===== src/hdl/fsia_pkg.sv =====
`default_nettype none
package fsia_pkg;

    localparam int ARG_WIDTH_DEF = 32;
    // decimal digits of the largest magnitude, one spare at most
    localparam int DEC_DIG_DEF = (ARG_WIDTH_DEF * 77) / 256 + 1;

    localparam logic OP_CHAR = 1'b0;
    localparam logic OP_ARG  = 1'b1;

    localparam logic [1:0] PEND_NONE = 2'd0;
    localparam logic [1:0] PEND_DEC  = 2'd1;
    localparam logic [1:0] PEND_HEX  = 2'd2;
    localparam logic [1:0] PEND_BIN  = 2'd3;

    localparam logic [7:0] CH_PCT   = 8'h25;
    localparam logic [7:0] CH_MINUS = 8'h2D;
    localparam logic [7:0] CH_ZERO  = 8'h30;
    localparam logic [7:0] CH_ONE   = 8'h31;
    localparam logic [7:0] CH_NINE  = 8'h39;
    localparam logic [7:0] CH_UA    = 8'h41;
    localparam logic [7:0] CH_UF    = 8'h46;
    localparam logic [7:0] CH_B     = 8'h62;
    localparam logic [7:0] CH_D     = 8'h64;
    localparam logic [7:0] CH_X     = 8'h78;

    typedef struct packed {
        logic               operation;
        logic [7:0]         format_char;
        logic signed [31:0] argument_value;
    } t_in_word;

    typedef struct packed {
        logic [7:0] out_char;
        logic       last;
    } t_out_word;

    typedef struct packed {
        logic       load;
        logic [1:0] kind;
    } t_emit_cmd;

    function automatic logic [7:0] hex_char(input logic [3:0] nib);
        logic [7:0] c;
        case (nib)
            4'h0: c = 8'h30;
            4'h1: c = 8'h31;
            4'h2: c = 8'h32;
            4'h3: c = 8'h33;
            4'h4: c = 8'h34;
            4'h5: c = 8'h35;
            4'h6: c = 8'h36;
            4'h7: c = 8'h37;
            4'h8: c = 8'h38;
            4'h9: c = 8'h39;
            4'hA: c = 8'h41;
            4'hB: c = 8'h42;
            4'hC: c = 8'h43;
            4'hD: c = 8'h44;
            4'hE: c = 8'h45;
            default: c = 8'h46;
        endcase
        return c;
    endfunction

endpackage
`default_nettype wire


===== src/hdl/fsia_bcd.sv =====
`default_nettype none
// Shift-and-add-3 binary to BCD, one bit per cycle.
module fsia_bcd #(
    parameter int ARG_WIDTH = fsia_pkg::ARG_WIDTH_DEF,
    parameter int DEC_DIG   = fsia_pkg::DEC_DIG_DEF
) (
    input  wire logic                   i_clk,
    input  wire logic                   i_rst_n,
    input  wire logic                   i_start,
    input  wire logic [ARG_WIDTH-1:0]   i_bin,
    output logic                        o_done,
    output logic [4*DEC_DIG-1:0]        o_bcd
);
    localparam int CNT_W = $clog2(ARG_WIDTH + 1);

    logic                 r_busy;
    logic                 r_done;
    logic [CNT_W-1:0]     r_cnt;
    logic [ARG_WIDTH-1:0] r_bin;
    logic [4*DEC_DIG-1:0] r_bcd;
    logic [4*DEC_DIG-1:0] w_adj;

    always_comb begin
        for (int i = 0; i < DEC_DIG; i++) begin
            w_adj[4*i +: 4] = (r_bcd[4*i +: 4] >= 4'd5) ? r_bcd[4*i +: 4] + 4'd3
                                                         : r_bcd[4*i +: 4];
        end
    end

    always_ff @(posedge i_clk) begin
        if (!i_rst_n) begin
            r_busy <= 1'b0;
            r_done <= 1'b0;
        end else begin
            r_done <= 1'b0;
            if (i_start) begin
                r_busy <= 1'b1;
            end else if (r_busy && r_cnt == CNT_W'(1)) begin
                r_busy <= 1'b0;
                r_done <= 1'b1;
            end
        end
    end

    always_ff @(posedge i_clk) begin
        if (i_start) begin
            r_bin <= i_bin;
            r_bcd <= '0;
            r_cnt <= CNT_W'(ARG_WIDTH);
        end else if (r_busy) begin
            r_bcd <= {w_adj[4*DEC_DIG-2:0], r_bin[ARG_WIDTH-1]};
            r_bin <= r_bin << 1;
            r_cnt <= r_cnt - 1'b1;
        end
    end

    assign o_done = r_done;
    assign o_bcd  = r_bcd;
endmodule
`default_nettype wire


===== src/hdl/fsia_emit.sv =====
`default_nettype none
// Digit shifter: one character per cycle while i_free is high, from the top of a shift register.
module fsia_emit #(
    parameter int ARG_WIDTH = fsia_pkg::ARG_WIDTH_DEF,
    parameter int DEC_DIG   = fsia_pkg::DEC_DIG_DEF
) (
    input  wire logic                   i_clk,
    input  wire logic                   i_rst_n,
    input  wire fsia_pkg::t_emit_cmd    i_cmd,
    input  wire logic [ARG_WIDTH-1:0]   i_value,
    input  wire logic [4*DEC_DIG-1:0]   i_bcd,
    input  wire logic                   i_free,
    output logic                        o_busy,
    output logic                        o_valid,
    output fsia_pkg::t_out_word         o_word
);
    localparam int HEX_DIG = (ARG_WIDTH + 3) / 4;
    localparam int SR_W    = (DEC_DIG > HEX_DIG) ? 4 * DEC_DIG : 4 * HEX_DIG;
    localparam int CNT_W   = $clog2(ARG_WIDTH + 1);

    logic             r_busy;
    logic [1:0]       r_kind;
    logic             r_lead;
    logic [CNT_W-1:0] r_cnt;
    logic [SR_W-1:0]  r_sr;

    logic [3:0] w_nib;
    logic       w_last;
    logic       w_skip;
    logic       w_step;

    assign w_nib  = r_sr[SR_W-1 -: 4];
    assign w_last = (r_cnt == CNT_W'(1));
    // decimal leading zeros are dropped, the units digit always goes out
    assign w_skip = r_busy && r_kind == fsia_pkg::PEND_DEC && r_lead
                    && w_nib == 4'd0 && !w_last;

    assign o_busy  = r_busy;
    assign o_valid = r_busy && !w_skip;
    assign w_step  = w_skip || (o_valid && i_free);

    always_comb begin
        o_word.last = w_last;
        if (r_kind == fsia_pkg::PEND_BIN) begin
            o_word.out_char = r_sr[SR_W-1] ? fsia_pkg::CH_ONE : fsia_pkg::CH_ZERO;
        end else begin
            o_word.out_char = fsia_pkg::hex_char(w_nib);
        end
    end

    always_ff @(posedge i_clk) begin
        if (!i_rst_n) begin
            r_busy <= 1'b0;
        end else if (i_cmd.load) begin
            r_busy <= 1'b1;
        end else if (w_step && w_last) begin
            r_busy <= 1'b0;
        end
    end

    always_ff @(posedge i_clk) begin
        if (i_cmd.load) begin
            r_kind <= i_cmd.kind;
            r_lead <= 1'b1;
            unique case (i_cmd.kind)
                fsia_pkg::PEND_DEC: begin
                    r_sr  <= SR_W'(i_bcd) << (SR_W - 4 * DEC_DIG);
                    r_cnt <= CNT_W'(DEC_DIG);
                end
                fsia_pkg::PEND_HEX: begin
                    r_sr  <= SR_W'(i_value) << (SR_W - 4 * HEX_DIG);
                    r_cnt <= CNT_W'(HEX_DIG);
                end
                default: begin
                    r_sr  <= SR_W'(i_value) << (SR_W - ARG_WIDTH);
                    r_cnt <= CNT_W'(ARG_WIDTH);
                end
            endcase
        end else if (w_step) begin
            r_sr  <= (r_kind == fsia_pkg::PEND_BIN) ? r_sr << 1 : r_sr << 4;
            r_cnt <= r_cnt - 1'b1;
            if (w_nib != 4'd0) begin
                r_lead <= 1'b0;
            end
        end
    end
endmodule
`default_nettype wire


===== src/hdl/format_stream_int_to_ascii_unit.sv =====
// A character word or a '-' sign is valid on o_out_word in the cycle after accept;
// the first %x or %b digit passes the emit shift register, then the output register;
// a %d argument first waits for the BCD converter. Digits follow one per cycle while the
// output is free; leading zero slots of %d are dropped. Without output stall, words with no
// conversion go back to back; an argument stalls the input until its last digit is out.
// Reset (i_rst_n low, synchronous) clears state, escape, pending kind and output valid.
`default_nettype none
module format_stream_int_to_ascii_unit #(
    parameter int ARG_WIDTH = fsia_pkg::ARG_WIDTH_DEF
) (
    input  wire logic               i_clk,
    input  wire logic               i_rst_n,
    input  wire logic               i_in_valid,
    output logic                    o_in_stall,
    input  wire fsia_pkg::t_in_word i_in_word,
    output logic                    o_out_valid,
    input  wire logic               i_out_stall,
    output fsia_pkg::t_out_word     o_out_word
);
    localparam int DEC_DIG = (ARG_WIDTH * 77) / 256 + 1;

    localparam logic [1:0] ST_IDLE = 2'd0;
    localparam logic [1:0] ST_CONV = 2'd1;
    localparam logic [1:0] ST_EMIT = 2'd2;

    logic [1:0]          r_state, n_state;
    logic                r_escape, n_escape;
    logic [1:0]          r_pend, n_pend;
    logic                r_out_valid;
    fsia_pkg::t_out_word r_out_word;

    logic                 w_free;
    logic                 w_accept;
    logic                 w_wr;
    fsia_pkg::t_out_word  w_word;
    logic [63:0]          w_ext;
    logic [ARG_WIDTH-1:0] w_arg;
    logic [ARG_WIDTH-1:0] w_mag;
    logic                 w_bcd_start;
    logic                 w_bcd_done;
    logic [4*DEC_DIG-1:0] w_bcd;
    fsia_pkg::t_emit_cmd  w_cmd;
    logic                 w_emit_busy;
    logic                 w_emit_valid;
    fsia_pkg::t_out_word  w_emit_word;

    assign w_free     = !r_out_valid || !i_out_stall;
    assign o_in_stall = !(r_state == ST_IDLE && w_free);
    assign w_accept   = i_in_valid && !o_in_stall;

    assign w_ext = {{32{i_in_word.argument_value[31]}}, i_in_word.argument_value};
    assign w_arg = w_ext[ARG_WIDTH-1:0];
    assign w_mag = w_arg[ARG_WIDTH-1] ? (~w_arg + 1'b1) : w_arg;

    always_comb begin
        n_state     = r_state;
        n_escape    = r_escape;
        n_pend      = r_pend;
        w_wr        = 1'b0;
        w_word      = '{out_char: i_in_word.format_char, last: 1'b1};
        w_bcd_start = 1'b0;
        w_cmd       = '{load: 1'b0, kind: r_pend};
        unique case (r_state)
            ST_IDLE: begin
                if (w_accept) begin
                    if (i_in_word.operation == fsia_pkg::OP_ARG) begin
                        if (r_pend != fsia_pkg::PEND_NONE) begin
                            n_pend = fsia_pkg::PEND_NONE;
                            if (r_pend == fsia_pkg::PEND_DEC) begin
                                w_bcd_start = 1'b1;
                                n_state     = ST_CONV;
                                if (w_arg[ARG_WIDTH-1]) begin
                                    w_wr   = 1'b1;
                                    w_word = '{out_char: fsia_pkg::CH_MINUS, last: 1'b0};
                                end
                            end else begin
                                w_cmd.load = 1'b1;
                                n_state    = ST_EMIT;
                            end
                        end
                    end else if (r_escape) begin
                        n_escape = 1'b0;
                        unique case (i_in_word.format_char)
                            fsia_pkg::CH_PCT: w_wr   = 1'b1;
                            fsia_pkg::CH_D:   n_pend = fsia_pkg::PEND_DEC;
                            fsia_pkg::CH_X:   n_pend = fsia_pkg::PEND_HEX;
                            fsia_pkg::CH_B:   n_pend = fsia_pkg::PEND_BIN;
                            default: ;
                        endcase
                    end else if (i_in_word.format_char == fsia_pkg::CH_PCT) begin
                        n_escape = 1'b1;
                    end else begin
                        w_wr = 1'b1;
                    end
                end
            end
            ST_CONV: begin
                if (w_bcd_done) begin
                    w_cmd   = '{load: 1'b1, kind: fsia_pkg::PEND_DEC};
                    n_state = ST_EMIT;
                end
            end
            ST_EMIT: begin
                if (!w_emit_busy) begin
                    n_state = ST_IDLE;
                end
            end
            default: n_state = ST_IDLE;
        endcase
        if (w_emit_valid && w_free) begin
            w_wr   = 1'b1;
            w_word = w_emit_word;
        end
    end

    always_ff @(posedge i_clk) begin
        if (!i_rst_n) begin
            r_state     <= ST_IDLE;
            r_escape    <= 1'b0;
            r_pend      <= fsia_pkg::PEND_NONE;
            r_out_valid <= 1'b0;
        end else begin
            r_state  <= n_state;
            r_escape <= n_escape;
            r_pend   <= n_pend;
            if (w_wr) begin
                r_out_valid <= 1'b1;
            end else if (!i_out_stall) begin
                r_out_valid <= 1'b0;
            end
        end
    end

    always_ff @(posedge i_clk) begin
        if (w_wr) begin
            r_out_word <= w_word;
        end
    end

    assign o_out_valid = r_out_valid;
    assign o_out_word  = r_out_word;

    fsia_bcd #(
        .ARG_WIDTH (ARG_WIDTH),
        .DEC_DIG   (DEC_DIG)
    ) u_bcd (
        .i_clk   (i_clk),
        .i_rst_n (i_rst_n),
        .i_start (w_bcd_start),
        .i_bin   (w_mag),
        .o_done  (w_bcd_done),
        .o_bcd   (w_bcd)
    );

    fsia_emit #(
        .ARG_WIDTH (ARG_WIDTH),
        .DEC_DIG   (DEC_DIG)
    ) u_emit (
        .i_clk   (i_clk),
        .i_rst_n (i_rst_n),
        .i_cmd   (w_cmd),
        .i_value (w_arg),
        .i_bcd   (w_bcd),
        .i_free  (w_free),
        .o_busy  (w_emit_busy),
        .o_valid (w_emit_valid),
        .o_word  (w_emit_word)
    );
endmodule
`default_nettype wire


===== config.mk =====
export PLATFORM = sky130hd
export DESIGN_NAME = format_stream_int_to_ascii_unit
export DESIGN_NICKNAME = d
export VERILOG_FILES = /design/src/hdl/fsia_pkg.sv /design/src/hdl/fsia_bcd.sv /design/src/hdl/fsia_emit.sv /design/src/hdl/format_stream_int_to_ascii_unit.sv
export SDC_FILE = /design/constraint.sdc
export NUM_CORES = 1
export LEC_CHECK = 0
export BUFFER_PORTS_ARGS = -buffer_cell sky130_fd_sc_hd__buf_2
export CELL_PAD_IN_SITES_DETAIL_PLACEMENT = 0
export CELL_PAD_IN_SITES_GLOBAL_PLACEMENT = 1
export CORE_ASPECT_RATIO = 0.5
export CORE_MARGIN = 5
export CORE_UTILIZATION = 47
export CTS_BUF_LIST = sky130_fd_sc_hd__clkbuf_8 sky130_fd_sc_hd__clkbuf_16
export DETAILED_ROUTE_END_ITERATION = 10
export PLACE_DENSITY_LB_ADDON = 0.2
export SLEW_MARGIN = 0
export SYNTH_ARGS = -nofsm -noshare
export SYNTH_HDL_FRONTEND = slang
export SYNTH_SLANG_ARGS = --single-unit

===== constraint.sdc =====
create_clock -name i_clk -period 4 [get_ports i_clk]
set_clock_uncertainty 0.05 [all_clocks]
set_input_delay 0.2 -clock i_clk [delete_from_list [all_inputs] [get_ports i_clk]]
set_output_delay 0.2 -clock i_clk [all_outputs]
set_load 0.1 [all_outputs]

==> metrics.md <==
| Metric | Value |
|---|---|
| Gpl congestion | `roughly 0.8` |
| Die Width | `just under 200 microns` |
| Placeable Area | `roughly 17000 sq um` |
| Synth Area per Inst | `8.98 sq um` |
| Mapped Nets | `just over 1000` |
| Post-Synth XOR/XNOR Area | `5.96%` |
| # rows | `34` |
| CP Max Fanout | `7` |
| Grt peak-use layer | `met2` |
| Clk pin slew, worst setup/hold paths | `0.07 ns` |
| M1 GR Usage | `roughly 28%` |
| Asr flop ratio synth | `0%` |
| Mapped Cells | `933` |
| Slew @ Worst Pin | `around 0.94 ns` |
| Area Growth Syn to Fin | `12.9%` |
| Most frequent cells in the layout | `nand2_1, nor2_1, edfxtp_1` |
| Global Route met2 Usage | `31.9%` |
| Reg2reg start | `u_emit.r_cnt[1]` |
| Max Clock Freq | `roughly 0.33 GHz` |
| Clock net sink count | `between 150 and 200` |
| Status | `completed` |
| Commonest non-fill, non-tap cell in the layout | `nand2_1` |
| Number of library cell types mapped by synthesis | `between 50 and 60` |
| RSZ-0062 raised after global routing | `no` |
| Number of top-level pins | `56` |
| Die span in y | `roughly 100 microns` |
| Final Setup Violations | `0` |
| Drc violations | `0` |
| First-pass detailed-route iteration total | `5` |
| Grt total ovfl | `0` |
| Adder-cell area share of the yosys netlist | `about 4.3%` |
| Routed wire per std cell | `between 15 and 20 microns` |
| Sequential element share of the synthesized area | `between 40% and 50%` |
| Worst-Skew Late Latency | `0.42 ns` |
| Largest net degree at the start of global routing | `between 90 and 100` |
| Initial core utilization | `about 48%` |
| CP Class | `flip-flop to flip-flop` |
| Setup crit end kind | `flip-flop` |
| Initial antenna violation count | `0` |
| Number of diodes | `0` |
| Ys Warns | `0` |
| Setup tns final | `0 ns` |
| Delay-heaviest family, CP | `simple AND/OR/NAND/NOR gates` |
| Post-Place Cell Area | `a little under 9000 sq um` |
| PortBufs | `55` |
| Fin crit share | `75.4%` |
| Pwr Density | `approximately 360 nW/um^2` |
| Netlist area before placement | `~8400 sq um` |
| Largest area contributor in the netlist | `edfxtp_1` |
| Top_reg_cell synth | `edfxtp_1` |
| CP cell instances | `inv_1, ha_1, or4b_1, o211a_1, or3_1, a31oi_1, ha_1, or2_2, a31oi_1` |
| Top post-synthesis cells by area | `edfxtp_1, dfxtp_1, nand2_1` |
| Critical Path Start | `u_emit.r_cnt[1]` |
| Worst EP arrival | `about 3.3 ns` |
| FF+latch count, synth | `approximately 150` |
| NumNets Final | `around 1000` |
| Max Slew Vio Count | `0` |
| HPWL Detailed | `between 10 and 15 mm` |
| Total CTS buffers | `17` |
| Number of flops mapped to enable cells by yosys | `89` |
| Post-CTS Resized | `0` |
| Mux share of post-synthesis cell area | `under 10%` |
| Largest family of logic cells by synthesized area | `simple AND/OR/NAND/NOR gates` |
| Post-route ant nets | `0` |
| Final count of hold timing violations | `0` |
| Highest-delay cell along the critical path | `or4b_1` |
| Synth Area in Simple Gates | `approximately 20%` |
| Clk root buf | `clkbuf_16` |
| Die Area | `20800 sq um` |
| Share of cells above drive strength 1 | `between 10 and 15%` |
| Req. time, crit path | `roughly 4.3 ns` |
| Final instance area | `roughly 9500 sq um` |
| Hold Startpoint | `i_rst_n` |
| Post-CTS Setup Inserts | `0` |
| Leak | `~0.0037 uW` |
| Area share of the largest cell type after synthesis | `31.9%` |
| GRT Overall Usage | `between 10% and 20%` |
| Worst min path class | `input pin to flip-flop` |
| Fillers | `around 1600` |
| First-pass GRT wire length | `between 30 and 40 mm` |
| Vias in the first global route | `around 6500` |
| CP peak stage delay | `~0.50 ns` |
| Hold-fix buffers, CTS | `0` |
| Compound-Gate Fraction of Synth Area | `16.9%` |
| CTS tree | `built` |
| Grt met3 use | `4.11%` |
| Total Wirelength | `just over 20 mm` |
| Initial DRC Count | `between 400 and 500` |
| Final Critical Period | `3.01 ns` |
| Clock Path Buffers | `2` |
| Max Cap Viol | `0` |
| H-Tree Level Count | `4` |
| Peak VDD IR | `around 0.00030 V` |
| CP startpoint kind | `flip-flop` |
| Crit path buf inv count | `1` |
| Via density | `5.54` |
| Slew HR | `between 30% and 40%` |
| Vias | `~6700` |
[worst reg2reg max path, stage by stage, from the launching register on]
cell and delay [ns]:
edfxtp_1 0.39, inv_1 0.09, ha_1 0.14, or4b_1 0.50, o211a_1 0.32, or3_1 0.34, a31oi_1 0.35, ha_1 0.31
or2_2 0.29, a31oi_1 0.15
[registers in the layout, summed over array words and instances, names as in the netlist, 2 cells and up, named ones only]
name / flops
u_bcd.o_bcd: 40
u_emit.r_sr: 40
u_bcd.r_bin: 32
o_out_word: 9
u_bcd.r_cnt: 6
u_emit.r_cnt: 6
r_pend: 2
r_state: 2
u_emit.r_kind: 2
[cells in the mapped netlist, types with 4 or more instances]
cell	n
a21oi_1	74
mux2i_1	19
o31ai_1	9
nor4_1	8
a31oi_1	37
a21boi_0	6
edfxtp_1	89
buf_1	8
nor3_1	14
nand2_1	145
ha_1	29
nand4_1	4
inv_1	36
and2_1	8
a211oi_1	31
clkbuf_1	41
nand3_1	21
o21ai_0	51
or2_2	4
xor2_1	35
o41ai_1	4
dfxtp_1	62
nor2_1	92
nor2b_1	29
xnor2_1	22
nand2b_1	10
[kinds of logic (layout without fill, tap and decap cells)]
kind of cell / after synthesis / after routing
and+or+nand+nor: 358 / 358
buffers and inverters: 87 / 135
AOI/OAI and AO/OA: 231 / 231
adders and majority gates: 29 / 29
xor gates and xnor gates: 57 / 57
DFF: 151 / 151
muxes: 20 / 20
[report_power, final]
group / total, uW / switching [uW] / internal [uW]
logic: 167 / 111 / 56.1
registers: 1630 / 1.33 / 1630
clock network: 1610 / 702 / 910
[final timing paths]
check | to | slack (ns) | depth (start not counted)
worst max-delay path | flip-flop | 0.99 | 9
worst min-delay path | u_bcd.r_busy | 0.04 | 2
worst max register to register | flip-flop | 0.99 | 9
worst min register to register | u_emit.r_lead | 0.43 | 2
[layer usage]
| layer | vias up | routed length, microns |
|---|---|---|
| met1 | 3208 | 9810 |
| li1 | 3379 | - |
| met4 | 0 | 129 |
| met2 | 135 | 9310 |
| met3 | 15 | 915 |
| met5 | - | 0 |
[stage by stage]
stage | total power (uW) | utilization, % | std cells | hold WS (ns) | worst slack, ns
floorplan | 1770 | - | 933 | 0.268 | 0.523
global placement | 1830 | 50.8 | 1183 | 0.403 | 1.07
detailed placement | 1840 | 50.8 | 1183 | 0.416 | 1.01
CTS | 3440 | 54.2 | 1215 | 0.0250 | 0.987
global route | 3530 | 54.2 | 1215 | 0.0322 | 0.744
finish | 3410 | 54.2 | 1215 | 0.0363 | 0.986
[cell type report]
| cell class | count | area (sq um) | share of cell area, % |
|---|---|---|---|
| multi-input cells | 695 | 4150 | 43.9 |
| flip-flops and latches | 151 | 3910 | 41.4 |
| clock buffers | 18 | 450 | 4.76 |
| repair buffers | 66 | 370 | 3.92 |
| well taps | 234 | 293 | 3.10 |
| inverters | 37 | 139 | 1.47 |
| clock inverters | 14 | 138 | 1.46 |
No activity file was read; power rests on OpenSTA's default activity.
